==> src/hre_pkg.sv <==
package hre_pkg;

  localparam int COORD_W  = 20;
  localparam int COUNT_W  = 13;
  localparam int COEF_W   = 48;
  localparam int NREGS    = 8;
  localparam int IDX_W    = 3;
  localparam int FRAC     = 8;      // fraction bits of a coordinate
  localparam int MAX_PTS  = 4096;
  localparam int NACC_W   = 56;     // signed projective sums, 16+FRAC fraction bits
  localparam int MAG_W    = 55;
  localparam int REM_W    = 64;
  localparam int DIV_W    = 78;
  localparam int QUO_W    = 22;
  localparam int DIFF_W   = 22;
  localparam int SQ_W     = 46;
  localparam int ROOT_W   = 23;
  localparam int SUM_W    = 33;
  localparam int STEP_W   = 5;

  localparam logic [COORD_W-1:0] DIST_MAX = '1;
  localparam logic [QUO_W-1:0]   PX_LIMIT = QUO_W'(1) << 21;

  localparam logic [COEF_W-1:0] H_RESET [NREGS] = '{
    48'h0001_0000_0000, 48'h0, 48'h0, 48'h0,
    48'h0001_0000_0000, 48'h0, 48'h0, 48'h0
  };

  typedef struct packed {
    logic [COORD_W-1:0] cur_x;
    logic [COORD_W-1:0] cur_y;
    logic [COORD_W-1:0] ref_x;
    logic [COORD_W-1:0] ref_y;
    logic               has_match;
    logic               last;
  } in_item_t;

  typedef struct packed {
    logic [COORD_W-1:0] mean_error;
    logic [COUNT_W-1:0] match_count;
    logic               no_match;
  } out_item_t;

endpackage

==> src/homography_reprojection_error.sv <==
// Mean homography reprojection error over the keypoints of one frame.
// Input channel in_valid/in_stall/in_data carries one keypoint pair per item;
// output channel out_valid/out_stall/out_data carries one result per frame,
// issued after the item flagged last. Homography coefficients h11..h32 are
// written through cfg_we/cfg_index/cfg_data; the user writes them only
// while the block is idle; the block itself does not enforce this. A matched
// item (up to MAX_PTS per frame) holds in_stall while the block works on it:
// the eight coefficient products, each a low and a high half on one shared
// 25x23 multiplier, two restoring divisions of 22 steps each for the
// projected x and y, two squares on the same multiplier and a 23-step square
// root. A zero projective term or a saturated coordinate shortens this work.
// Unmatched items other than the last are taken without a stall. The last
// item adds a 20-step division for the mean, skipped if there is no match.
// Reset loads the identity homography and clears the sum and count.
// A stalled result holds in the output register; the block keeps taking
// items and only waits if a new frame result is ready before the old one left.
module homography_reprojection_error (
  input  logic                             clk,
  input  logic                             rst,
  input  logic                             in_valid,
  output logic                             in_stall,
  input  hre_pkg::in_item_t                in_data,
  output logic                             out_valid,
  input  logic                             out_stall,
  output hre_pkg::out_item_t               out_data,
  input  logic                             cfg_we,
  input  logic [hre_pkg::IDX_W-1:0]        cfg_index,
  input  logic [hre_pkg::COEF_W-1:0]       cfg_data
);

  typedef enum logic [3:0] {
    IDLE, MUL_LO, MUL_HI, CHECK_W, DIV_LOAD, DIV_STEP, SQ_X, SQ_Y,
    SQRT, ACCUM, MEAN_LOAD, EMIT
  } state_t;

  state_t state;

  logic [hre_pkg::COEF_W-1:0]  hreg [hre_pkg::NREGS];
  hre_pkg::in_item_t           item;
  logic [hre_pkg::IDX_W-1:0]   pi;
  logic [1:0]                  row;
  logic [1:0]                  col;
  logic signed [hre_pkg::NACC_W-1:0] nacc [3];
  logic [47:0]                 plo;
  logic                        coord;
  logic                        neg;
  logic                        mean_mode;
  logic [hre_pkg::REM_W-1:0]   rem;
  logic [hre_pkg::DIV_W-1:0]   dvs;
  logic [hre_pkg::QUO_W-1:0]   quo;
  logic [hre_pkg::STEP_W-1:0]  k;
  logic [hre_pkg::DIFF_W-1:0]  dxm;
  logic [hre_pkg::DIFF_W-1:0]  dym;
  logic [hre_pkg::SQ_W-1:0]    ssum;
  logic [hre_pkg::SQ_W-1:0]    sbit;
  logic [hre_pkg::SQ_W-1:0]    sres;
  logic [hre_pkg::COORD_W-1:0] pair_dist;
  logic [hre_pkg::SUM_W-1:0]   error_sum;
  logic [hre_pkg::COUNT_W-1:0] pair_count;

  // Shared multiplier and its operand selection.
  logic signed [24:0] mul_a;
  logic signed [22:0] mul_b;
  logic signed [47:0] mul_p;
  logic [hre_pkg::COEF_W-1:0] hsel;
  logic [20:0] vsel;

  always_comb begin
    hsel = hreg[pi];
    case (col)
      2'd0:    vsel = {1'b0, item.cur_x};
      2'd1:    vsel = {1'b0, item.cur_y};
      default: vsel = 21'(1) << hre_pkg::FRAC;
    endcase
    mul_a = $signed({1'b0, hsel[23:0]});
    mul_b = $signed({2'b0, vsel});
    case (state)
      MUL_HI: mul_a = $signed({hsel[47], hsel[47:24]});
      SQ_X, SQRT: begin
        mul_a = $signed({3'b0, dxm});
        mul_b = $signed({1'b0, dxm});
      end
      SQ_Y: begin
        mul_a = $signed({3'b0, dym});
        mul_b = $signed({1'b0, dym});
      end
      default: ;
    endcase
    mul_p = mul_a * mul_b;
  end

  // Full product of a 48-bit coefficient, floored by 2^16.
  logic signed [71:0] prod_full;
  logic signed [hre_pkg::NACC_W-1:0] prod_q;
  assign prod_full = ($signed({{24{mul_p[47]}}, mul_p}) <<< 24)
                     + $signed({24'b0, plo});
  assign prod_q = hre_pkg::NACC_W'(prod_full >>> 16);

  // Divider operand preparation.
  logic signed [hre_pkg::NACC_W-1:0] nsel;
  logic [hre_pkg::MAG_W-1:0] amag;
  logic [hre_pkg::MAG_W-1:0] bmag;
  logic [hre_pkg::REM_W-1:0] numer;
  logic [hre_pkg::DIV_W-1:0] dsat;
  logic                      dge;
  logic [hre_pkg::REM_W-1:0] rem_sub;

  always_comb begin
    nsel  = coord ? nacc[1] : nacc[0];
    amag  = nsel[hre_pkg::NACC_W-1] ? hre_pkg::MAG_W'(-nsel) : hre_pkg::MAG_W'(nsel);
    bmag  = nacc[2][hre_pkg::NACC_W-1] ? hre_pkg::MAG_W'(-nacc[2])
                                       : hre_pkg::MAG_W'(nacc[2]);
    numer = hre_pkg::REM_W'(amag) << hre_pkg::FRAC;
    dsat  = hre_pkg::DIV_W'(bmag) << 22;
    dge   = hre_pkg::DIV_W'(rem) >= dvs;
    rem_sub = rem - hre_pkg::REM_W'(dvs);
  end

  // Signed distance from the reference coordinate to the projected one.
  logic [hre_pkg::QUO_W-1:0] qcap;
  logic signed [23:0] mapped;
  logic signed [23:0] diff;
  logic [hre_pkg::COORD_W-1:0] ref_c;
  always_comb begin
    qcap   = (quo > hre_pkg::PX_LIMIT) ? hre_pkg::PX_LIMIT : quo;
    mapped = neg ? -$signed({2'b0, qcap}) : $signed({2'b0, qcap});
    ref_c  = coord ? item.ref_y : item.ref_x;
    diff   = $signed({4'b0, ref_c}) - mapped;
  end

  logic [hre_pkg::SQ_W-1:0] stry;
  assign stry = sres + sbit;

  assign in_stall = (state != IDLE);

  always_ff @(posedge clk) begin
    if (rst) begin
      state      <= IDLE;
      out_valid  <= 1'b0;
      error_sum  <= '0;
      pair_count <= '0;
      for (int i = 0; i < hre_pkg::NREGS; i++) begin
        hreg[i] <= hre_pkg::H_RESET[i];
      end
    end else begin
      if (state == EMIT && (!out_valid || !out_stall)) begin
        out_valid <= 1'b1;
      end else if (out_valid && !out_stall) begin
        out_valid <= 1'b0;
      end
      if (cfg_we) begin
        hreg[cfg_index] <= cfg_data;
      end
      unique case (state)
        IDLE: begin
          if (in_valid) begin
            item    <= in_data;
            pi      <= '0;
            row     <= '0;
            col     <= '0;
            nacc[0] <= '0;
            nacc[1] <= '0;
            nacc[2] <= hre_pkg::NACC_W'(1) << (16 + hre_pkg::FRAC);
            if (in_data.has_match && pair_count < hre_pkg::COUNT_W'(hre_pkg::MAX_PTS)) begin
              state <= MUL_LO;
            end else if (in_data.last) begin
              state <= MEAN_LOAD;
            end
          end
        end
        MUL_LO: begin
          plo   <= mul_p;
          state <= MUL_HI;
        end
        MUL_HI: begin
          nacc[row] <= nacc[row] + prod_q;
          pi        <= pi + 1'b1;
          if (col == 2'd2 || (row == 2'd2 && col == 2'd1)) begin
            row <= row + 1'b1;
            col <= '0;
          end else begin
            col <= col + 1'b1;
          end
          state <= (pi == hre_pkg::IDX_W'(hre_pkg::NREGS - 1)) ? CHECK_W : MUL_LO;
        end
        CHECK_W: begin
          coord     <= 1'b0;
          mean_mode <= 1'b0;
          if (nacc[2] == '0) begin
            pair_dist <= hre_pkg::DIST_MAX;
            state     <= ACCUM;
          end else begin
            state <= DIV_LOAD;
          end
        end
        DIV_LOAD: begin
          neg <= nsel[hre_pkg::NACC_W-1] != nacc[2][hre_pkg::NACC_W-1];
          rem <= numer;
          if (hre_pkg::DIV_W'(numer) >= dsat) begin
            // The quotient is past the cap, so no division steps run.
            dvs <= '0;
            quo <= hre_pkg::PX_LIMIT;
            k   <= '0;
          end else begin
            dvs <= hre_pkg::DIV_W'(bmag) << 21;
            quo <= '0;
            k   <= hre_pkg::STEP_W'(21);
          end
          state <= DIV_STEP;
        end
        DIV_STEP: begin
          if (dvs != '0 || k != '0) begin
            if (dge) begin
              rem <= rem_sub;
            end
            quo <= {quo[hre_pkg::QUO_W-2:0], dge};
            dvs <= dvs >> 1;
            k   <= k - 1'b1;
          end
          if (k == '0) begin
            if (mean_mode) begin
              state <= EMIT;
            end else begin
              // Finish this coordinate with the final quotient bit in place.
              state <= SQ_X;
            end
          end
        end
        SQ_X: begin
          // Entered once per coordinate from the divider; square only after y.
          if (!coord) begin
            dxm   <= diff[23] ? hre_pkg::DIFF_W'(-diff) : hre_pkg::DIFF_W'(diff);
            coord <= 1'b1;
            state <= DIV_LOAD;
          end else begin
            dym   <= diff[23] ? hre_pkg::DIFF_W'(-diff) : hre_pkg::DIFF_W'(diff);
            state <= SQ_Y;
          end
        end
        SQ_Y: begin
          ssum  <= hre_pkg::SQ_W'(mul_p);
          coord <= 1'b0;
          state <= SQRT;
          sres  <= '0;
          sbit  <= hre_pkg::SQ_W'(1) << 44;
        end
        SQRT: begin
          if (coord == 1'b0) begin
            // Add the x square on the first pass.
            ssum  <= ssum + hre_pkg::SQ_W'(mul_p);
            coord <= 1'b1;
          end else if (sbit != '0) begin
            if (ssum >= stry) begin
              ssum <= ssum - stry;
              sres <= (sres >> 1) + sbit;
            end else begin
              sres <= sres >> 1;
            end
            sbit <= sbit >> 2;
          end else begin
            pair_dist <= (sres > hre_pkg::SQ_W'(hre_pkg::DIST_MAX)) ? hre_pkg::DIST_MAX
                                                                     : sres[hre_pkg::COORD_W-1:0];
            state     <= ACCUM;
          end
        end
        ACCUM: begin
          error_sum  <= error_sum + hre_pkg::SUM_W'(pair_dist);
          pair_count <= pair_count + 1'b1;
          state      <= item.last ? MEAN_LOAD : IDLE;
        end
        MEAN_LOAD: begin
          mean_mode <= 1'b1;
          rem       <= hre_pkg::REM_W'(error_sum);
          dvs       <= hre_pkg::DIV_W'(pair_count) << 19;
          quo       <= '0;
          k         <= hre_pkg::STEP_W'(19);
          state     <= (pair_count == '0) ? EMIT : DIV_STEP;
        end
        EMIT: begin
          if (!out_valid || !out_stall) begin
            if (pair_count == '0) begin
              out_data <= '{mean_error: '0, match_count: '0, no_match: 1'b1};
            end else begin
              out_data <= '{mean_error: quo[hre_pkg::COORD_W-1:0],
                            match_count: pair_count, no_match: 1'b0};
            end
            error_sum  <= '0;
            pair_count <= '0;
            mean_mode  <= 1'b0;
            state      <= IDLE;
          end
        end
        default: state <= IDLE;
      endcase
    end
  end

endmodule

==> config.mk <==
export PLATFORM = sky130hd
export DESIGN_NAME = homography_reprojection_error
export DESIGN_NICKNAME = d
export VERILOG_FILES = /design/src/hre_pkg.sv /design/src/homography_reprojection_error.sv
export SDC_FILE = /design/constraint.sdc
export NUM_CORES = 2
export LEC_CHECK = 0
export BUFFER_PORTS_ARGS = -buffer_cell sky130_fd_sc_hd__buf_2
export CAP_MARGIN = 0
export CORE_ASPECT_RATIO = 1.75
export CORE_UTILIZATION = 40
export CTS_CLUSTER_SIZE = 28
export DETAILED_ROUTE_END_ITERATION = 7
export PLACE_DENSITY_LB_ADDON = 0.15
export SYNTH_ARGS = -nofsm -noshare
export SYNTH_HDL_FRONTEND = slang
export SYNTH_SLANG_ARGS = --single-unit
export TNS_END_PERCENT = 30
==> constraint.sdc <==
create_clock -name clk -period 16.5 [get_ports clk]
set_input_delay 0 -clock clk [delete_from_list [all_inputs] [get_ports clk]]
set_output_delay 0 -clock clk [all_outputs]
set_load 0.02 [all_outputs]
==> impl_metrics.yaml <==
run_status:
  status: "finished clean"
logic_synthesis:
  avgSynthCellArea_um2: 10.30
  syn_area_um2: 91980
  synth.area.top_cells: "edfxtp_1 36%, fa_1 13%, ha_1 7.0%"
  synth_edf_count: 1111
  synthMuxAreaShare_pct: 5.258
  ys_warn_count: 0
  synth_top_area_share_pct: 36.27
  ys_types: 94
  synth-xor-area-share_pct: 5.033
  ys_seq_area_share_pct: 37.49
  synthFlopType: "edfxtp_1"
  ys_ff_latch: 1167
  syn_inst: 8933
  synth_compound_area_share_pct: 12.18
  synth_top_family_by_area: "adder cells"
  synth_top_area_cell: "edfxtp_1"
  synth-simple-area-share_pct: 14.85
  synth_fa_ha_area_share_pct: 19.76
  async_flop_share_pct: 0
global_routing:
  antenna_found_initial: 11
  grt_pass1_vias: 74050
  grt_start_max_net_pins: 71
  grt_pass1_wl_um: 482000
  grt_overflow_total: 0
  grt_util_all_layers_pct: 28.44
floorplan:
  die_h_um: 636.4
  start_util_pct: 40.26
  die_w_um: 364.5
  pin_count: 174
  die_area_um2: 231900
  core-area_um2: 228400
  num_rows: 232
route:
  post_drt_wl_per_cell_um: 26.62
  wl_met2_um: 173600
  drt_first_pass_iters: 6
  wl_met3_um: 13600
  ant_nets: 0
  wirelength_um: 330100
  met1_length_um: 107500
  highest_layer: "met5"
  vias: 69690
  dr.first_iter.drc_count: 4687
  vias_per_cell: 5.620
  drc: 0
sta:
  hold_viol_final: 0
  min_period_ns: 15.16
  max_freq_mhz: 65.96
  clock_skew_ns: 0.05870
  finalCritPeriodShare_pct: 91.88
  slew_viol_final: 0
  rsz0062_at_grt: "no"
  worst_slew_pin_slew_ns: 1.368
  finalSetupViolations: 0
  setup_tns_ns: 0
  max_slew_margin_pct: 8.125
clocking:
  cts.path.max_buffers: 3
  clkLatencyLatePin_ns: 0.80
  cts_resized: 0
  cts.clk_slew.worst_paths_ns: 0.07
  htree_levels: 3
  clkSinkCount: 1167
  cts_root_buf: "clkbuf_16"
  cts_buffers: 114
  cts_tree: "yes"
min_path:
  hp-class: "in -> reg"
worst_setup_path:
  crit_buf_inv: 9
  path_delay_family: "simple AND/OR/NAND/NOR gates"
  cp-start-kind: "flip-flop"
  critical_path.max_stage_delay_ns: 0.96
  cp_max_fo: 22
  cpMostUsedCell: "fa_1"
  critPathSlowestCell: "nor2_1"
  arrival_ns: 15.76
  required_ns: 17.10
  worstSetupPathType: "reg -> reg"
  crit_path_end_kind: "flip-flop"
job:
  cap_viol_max_count: 0
place:
  portBuffers: 173
  gp_congestion: 1.000
  dpl.hpwl_um: 257500
  dp_cells: 11960
finish:
  synthToLayoutAreaGrowth_pct: 11.95
  stdcell_count: 12400
  final_util_pct: 45.07
  regArea_um2: 34500
  num-fill-cells: 21570
  drive_gt1_share_pct: 9.557
  multiInputGateArea_um2: 52990
  nets: 10490
[final timing paths]
check / cells after the start / slack (ns) / endpoint / startpoint
worst max register to register: 47 / 1.34 / nacc[1][55]$_SDFFCE_PN0P_ / state[1]$_SDFFE_PP0P_
worst max-delay path: 47 / 1.34 / nacc[1][55]$_SDFFCE_PN0P_ / state[1]$_SDFFE_PP0P_
worst min-delay path: 2 / 0.06 / item[0]$_DFFE_PP_ / in_data[0]
worst min register to register: 2 / 0.49 / error_sum[9]$_SDFFE_PP0P_ / error_sum[9]$_SDFFE_PP0P_
[routing by layer]
| layer | track usage [%] | up-vias |
|---|---|---|
| li1 | - | 31920 |
| met1 | 27.12 | 34800 |
| met2 | 52.77 | 2078 |
| met3 | 3.654 | 894 |
| met4 | 25.02 | 4 |
| met5 | 0 | - |
[registers in the layout, summed over array words and instances (netlist names), 33 cells and up, named ones only]
name / flops
item: 81
dvs: 76
out_data: 34
error_sum: 33
hreg: 384
ssum: 46
sres: 46
rem: 64
nacc: 224
[metrics by stage]
stage                     hold WS, ns  setup slack (ns)  instance area [µm²]
after global placement         0.1765             1.711                97090
final                         0.06349             1.340               103000
after floorplan               0.09887             4.174                92000
after global routing          0.06330            0.8328               103000
after CTS                     0.01662             1.522               102900
after detailed placement       0.1781             1.611                97100
[repair_timing]
item | CTS | global route
setup buffers | 0 | 0
hold endpoints to repair | 496 | 0
hold buffers | 216 | 0
[cell usage after synthesis, types with 21 or more instances]
cell type / n
a211oi_1: 60
a21boi_0: 22
a21o_1: 192
a21oi_1: 410
a221oi_1: 22
a22o_1: 21
a22oi_1: 41
a31o_2: 23
a31oi_1: 89
and2_1: 458
and3_1: 91
buf_1: 42
clkbuf_1: 324
dfxtp_1: 56
edfxtp_1: 1111
fa_1: 586
ha_1: 515
inv_1: 927
mux2_2: 37
mux2i_1: 98
mux4_2: 152
nand2_1: 704
nand2b_1: 82
nand3_1: 108
nand4_1: 93
nor2_1: 821
nor2b_1: 66
nor3_1: 122
nor3b_1: 21
nor4_1: 58
o211ai_1: 39
o21a_1: 61
o21ai_0: 404
o21bai_1: 74
o22ai_1: 25
o22ai_2: 21
o31ai_1: 48
or2_2: 32
or3_1: 81
xnor2_1: 274
xor2_1: 252
[cell usage in the layout, fill, tap and decap left out, types with 23 or more instances in the layout]
master / synthesis / final
nand4_1: 93 / 93
dfxtp_1: 56 / 51
xor2_1: 252 / 250
and2_1: 458 / 458
o22ai_1: 25 / 24
edfxtp_1: 1111 / 1111
o21ai_0: 404 / 389
nor2_1: 821 / 807
mux2_2: 37 / 37
mux4_2: 152 / 152
a31oi_1: 89 / 88
buf_2: 13 / 174
clkbuf_1: 324 / 28
nand2_1: 704 / 698
a31o_2: 23 / 23
nor2b_1: 66 / 66
ha_1: 515 / 515
or3_1: 81 / 81
o21a_1: 61 / 60
o211ai_1: 39 / 39
and3_1: 91 / 90
a21oi_1: 410 / 410
dlygate4sd3_1: 0 / 216
clkbuf_16: 0 / 118
o31ai_1: 48 / 48
mux2i_1: 98 / 97
a21o_1: 192 / 192
xnor2_1: 274 / 268
o21bai_1: 74 / 74
nor4_1: 58 / 54
a211oi_1: 60 / 59
inv_1: 927 / 925
nand2b_1: 82 / 82
buf_4: 0 / 183
or2_2: 32 / 32
a22oi_1: 41 / 39
nand3_1: 108 / 108
nor3_1: 122 / 110
fa_1: 586 / 586
[cell families after synthesis]
logic type,Yosys count
compound gates,1726
flops,1167
fa+ha+maj,1101
xor+xnor,527
buf+inv,1314
simple gates,2808
other cells,2
mux,288
[cell type report]
cell class                      count  share of cell area, %
Multi-Input combinational cell   6459                  51.47
Sequential cell                  1167                  33.50
Inverter                          930                  3.393
Tap cell                         3042                  3.696
Clock inverter                     64                 0.5711
Timing Repair Buffer              576                  4.338
Antenna cell                       14                0.03402
Clock buffer                      148                  2.996
Power is left out: the tool's default activity adds up to more than one toggle a clock period on the data nets, which glitch-free logic cannot reach.
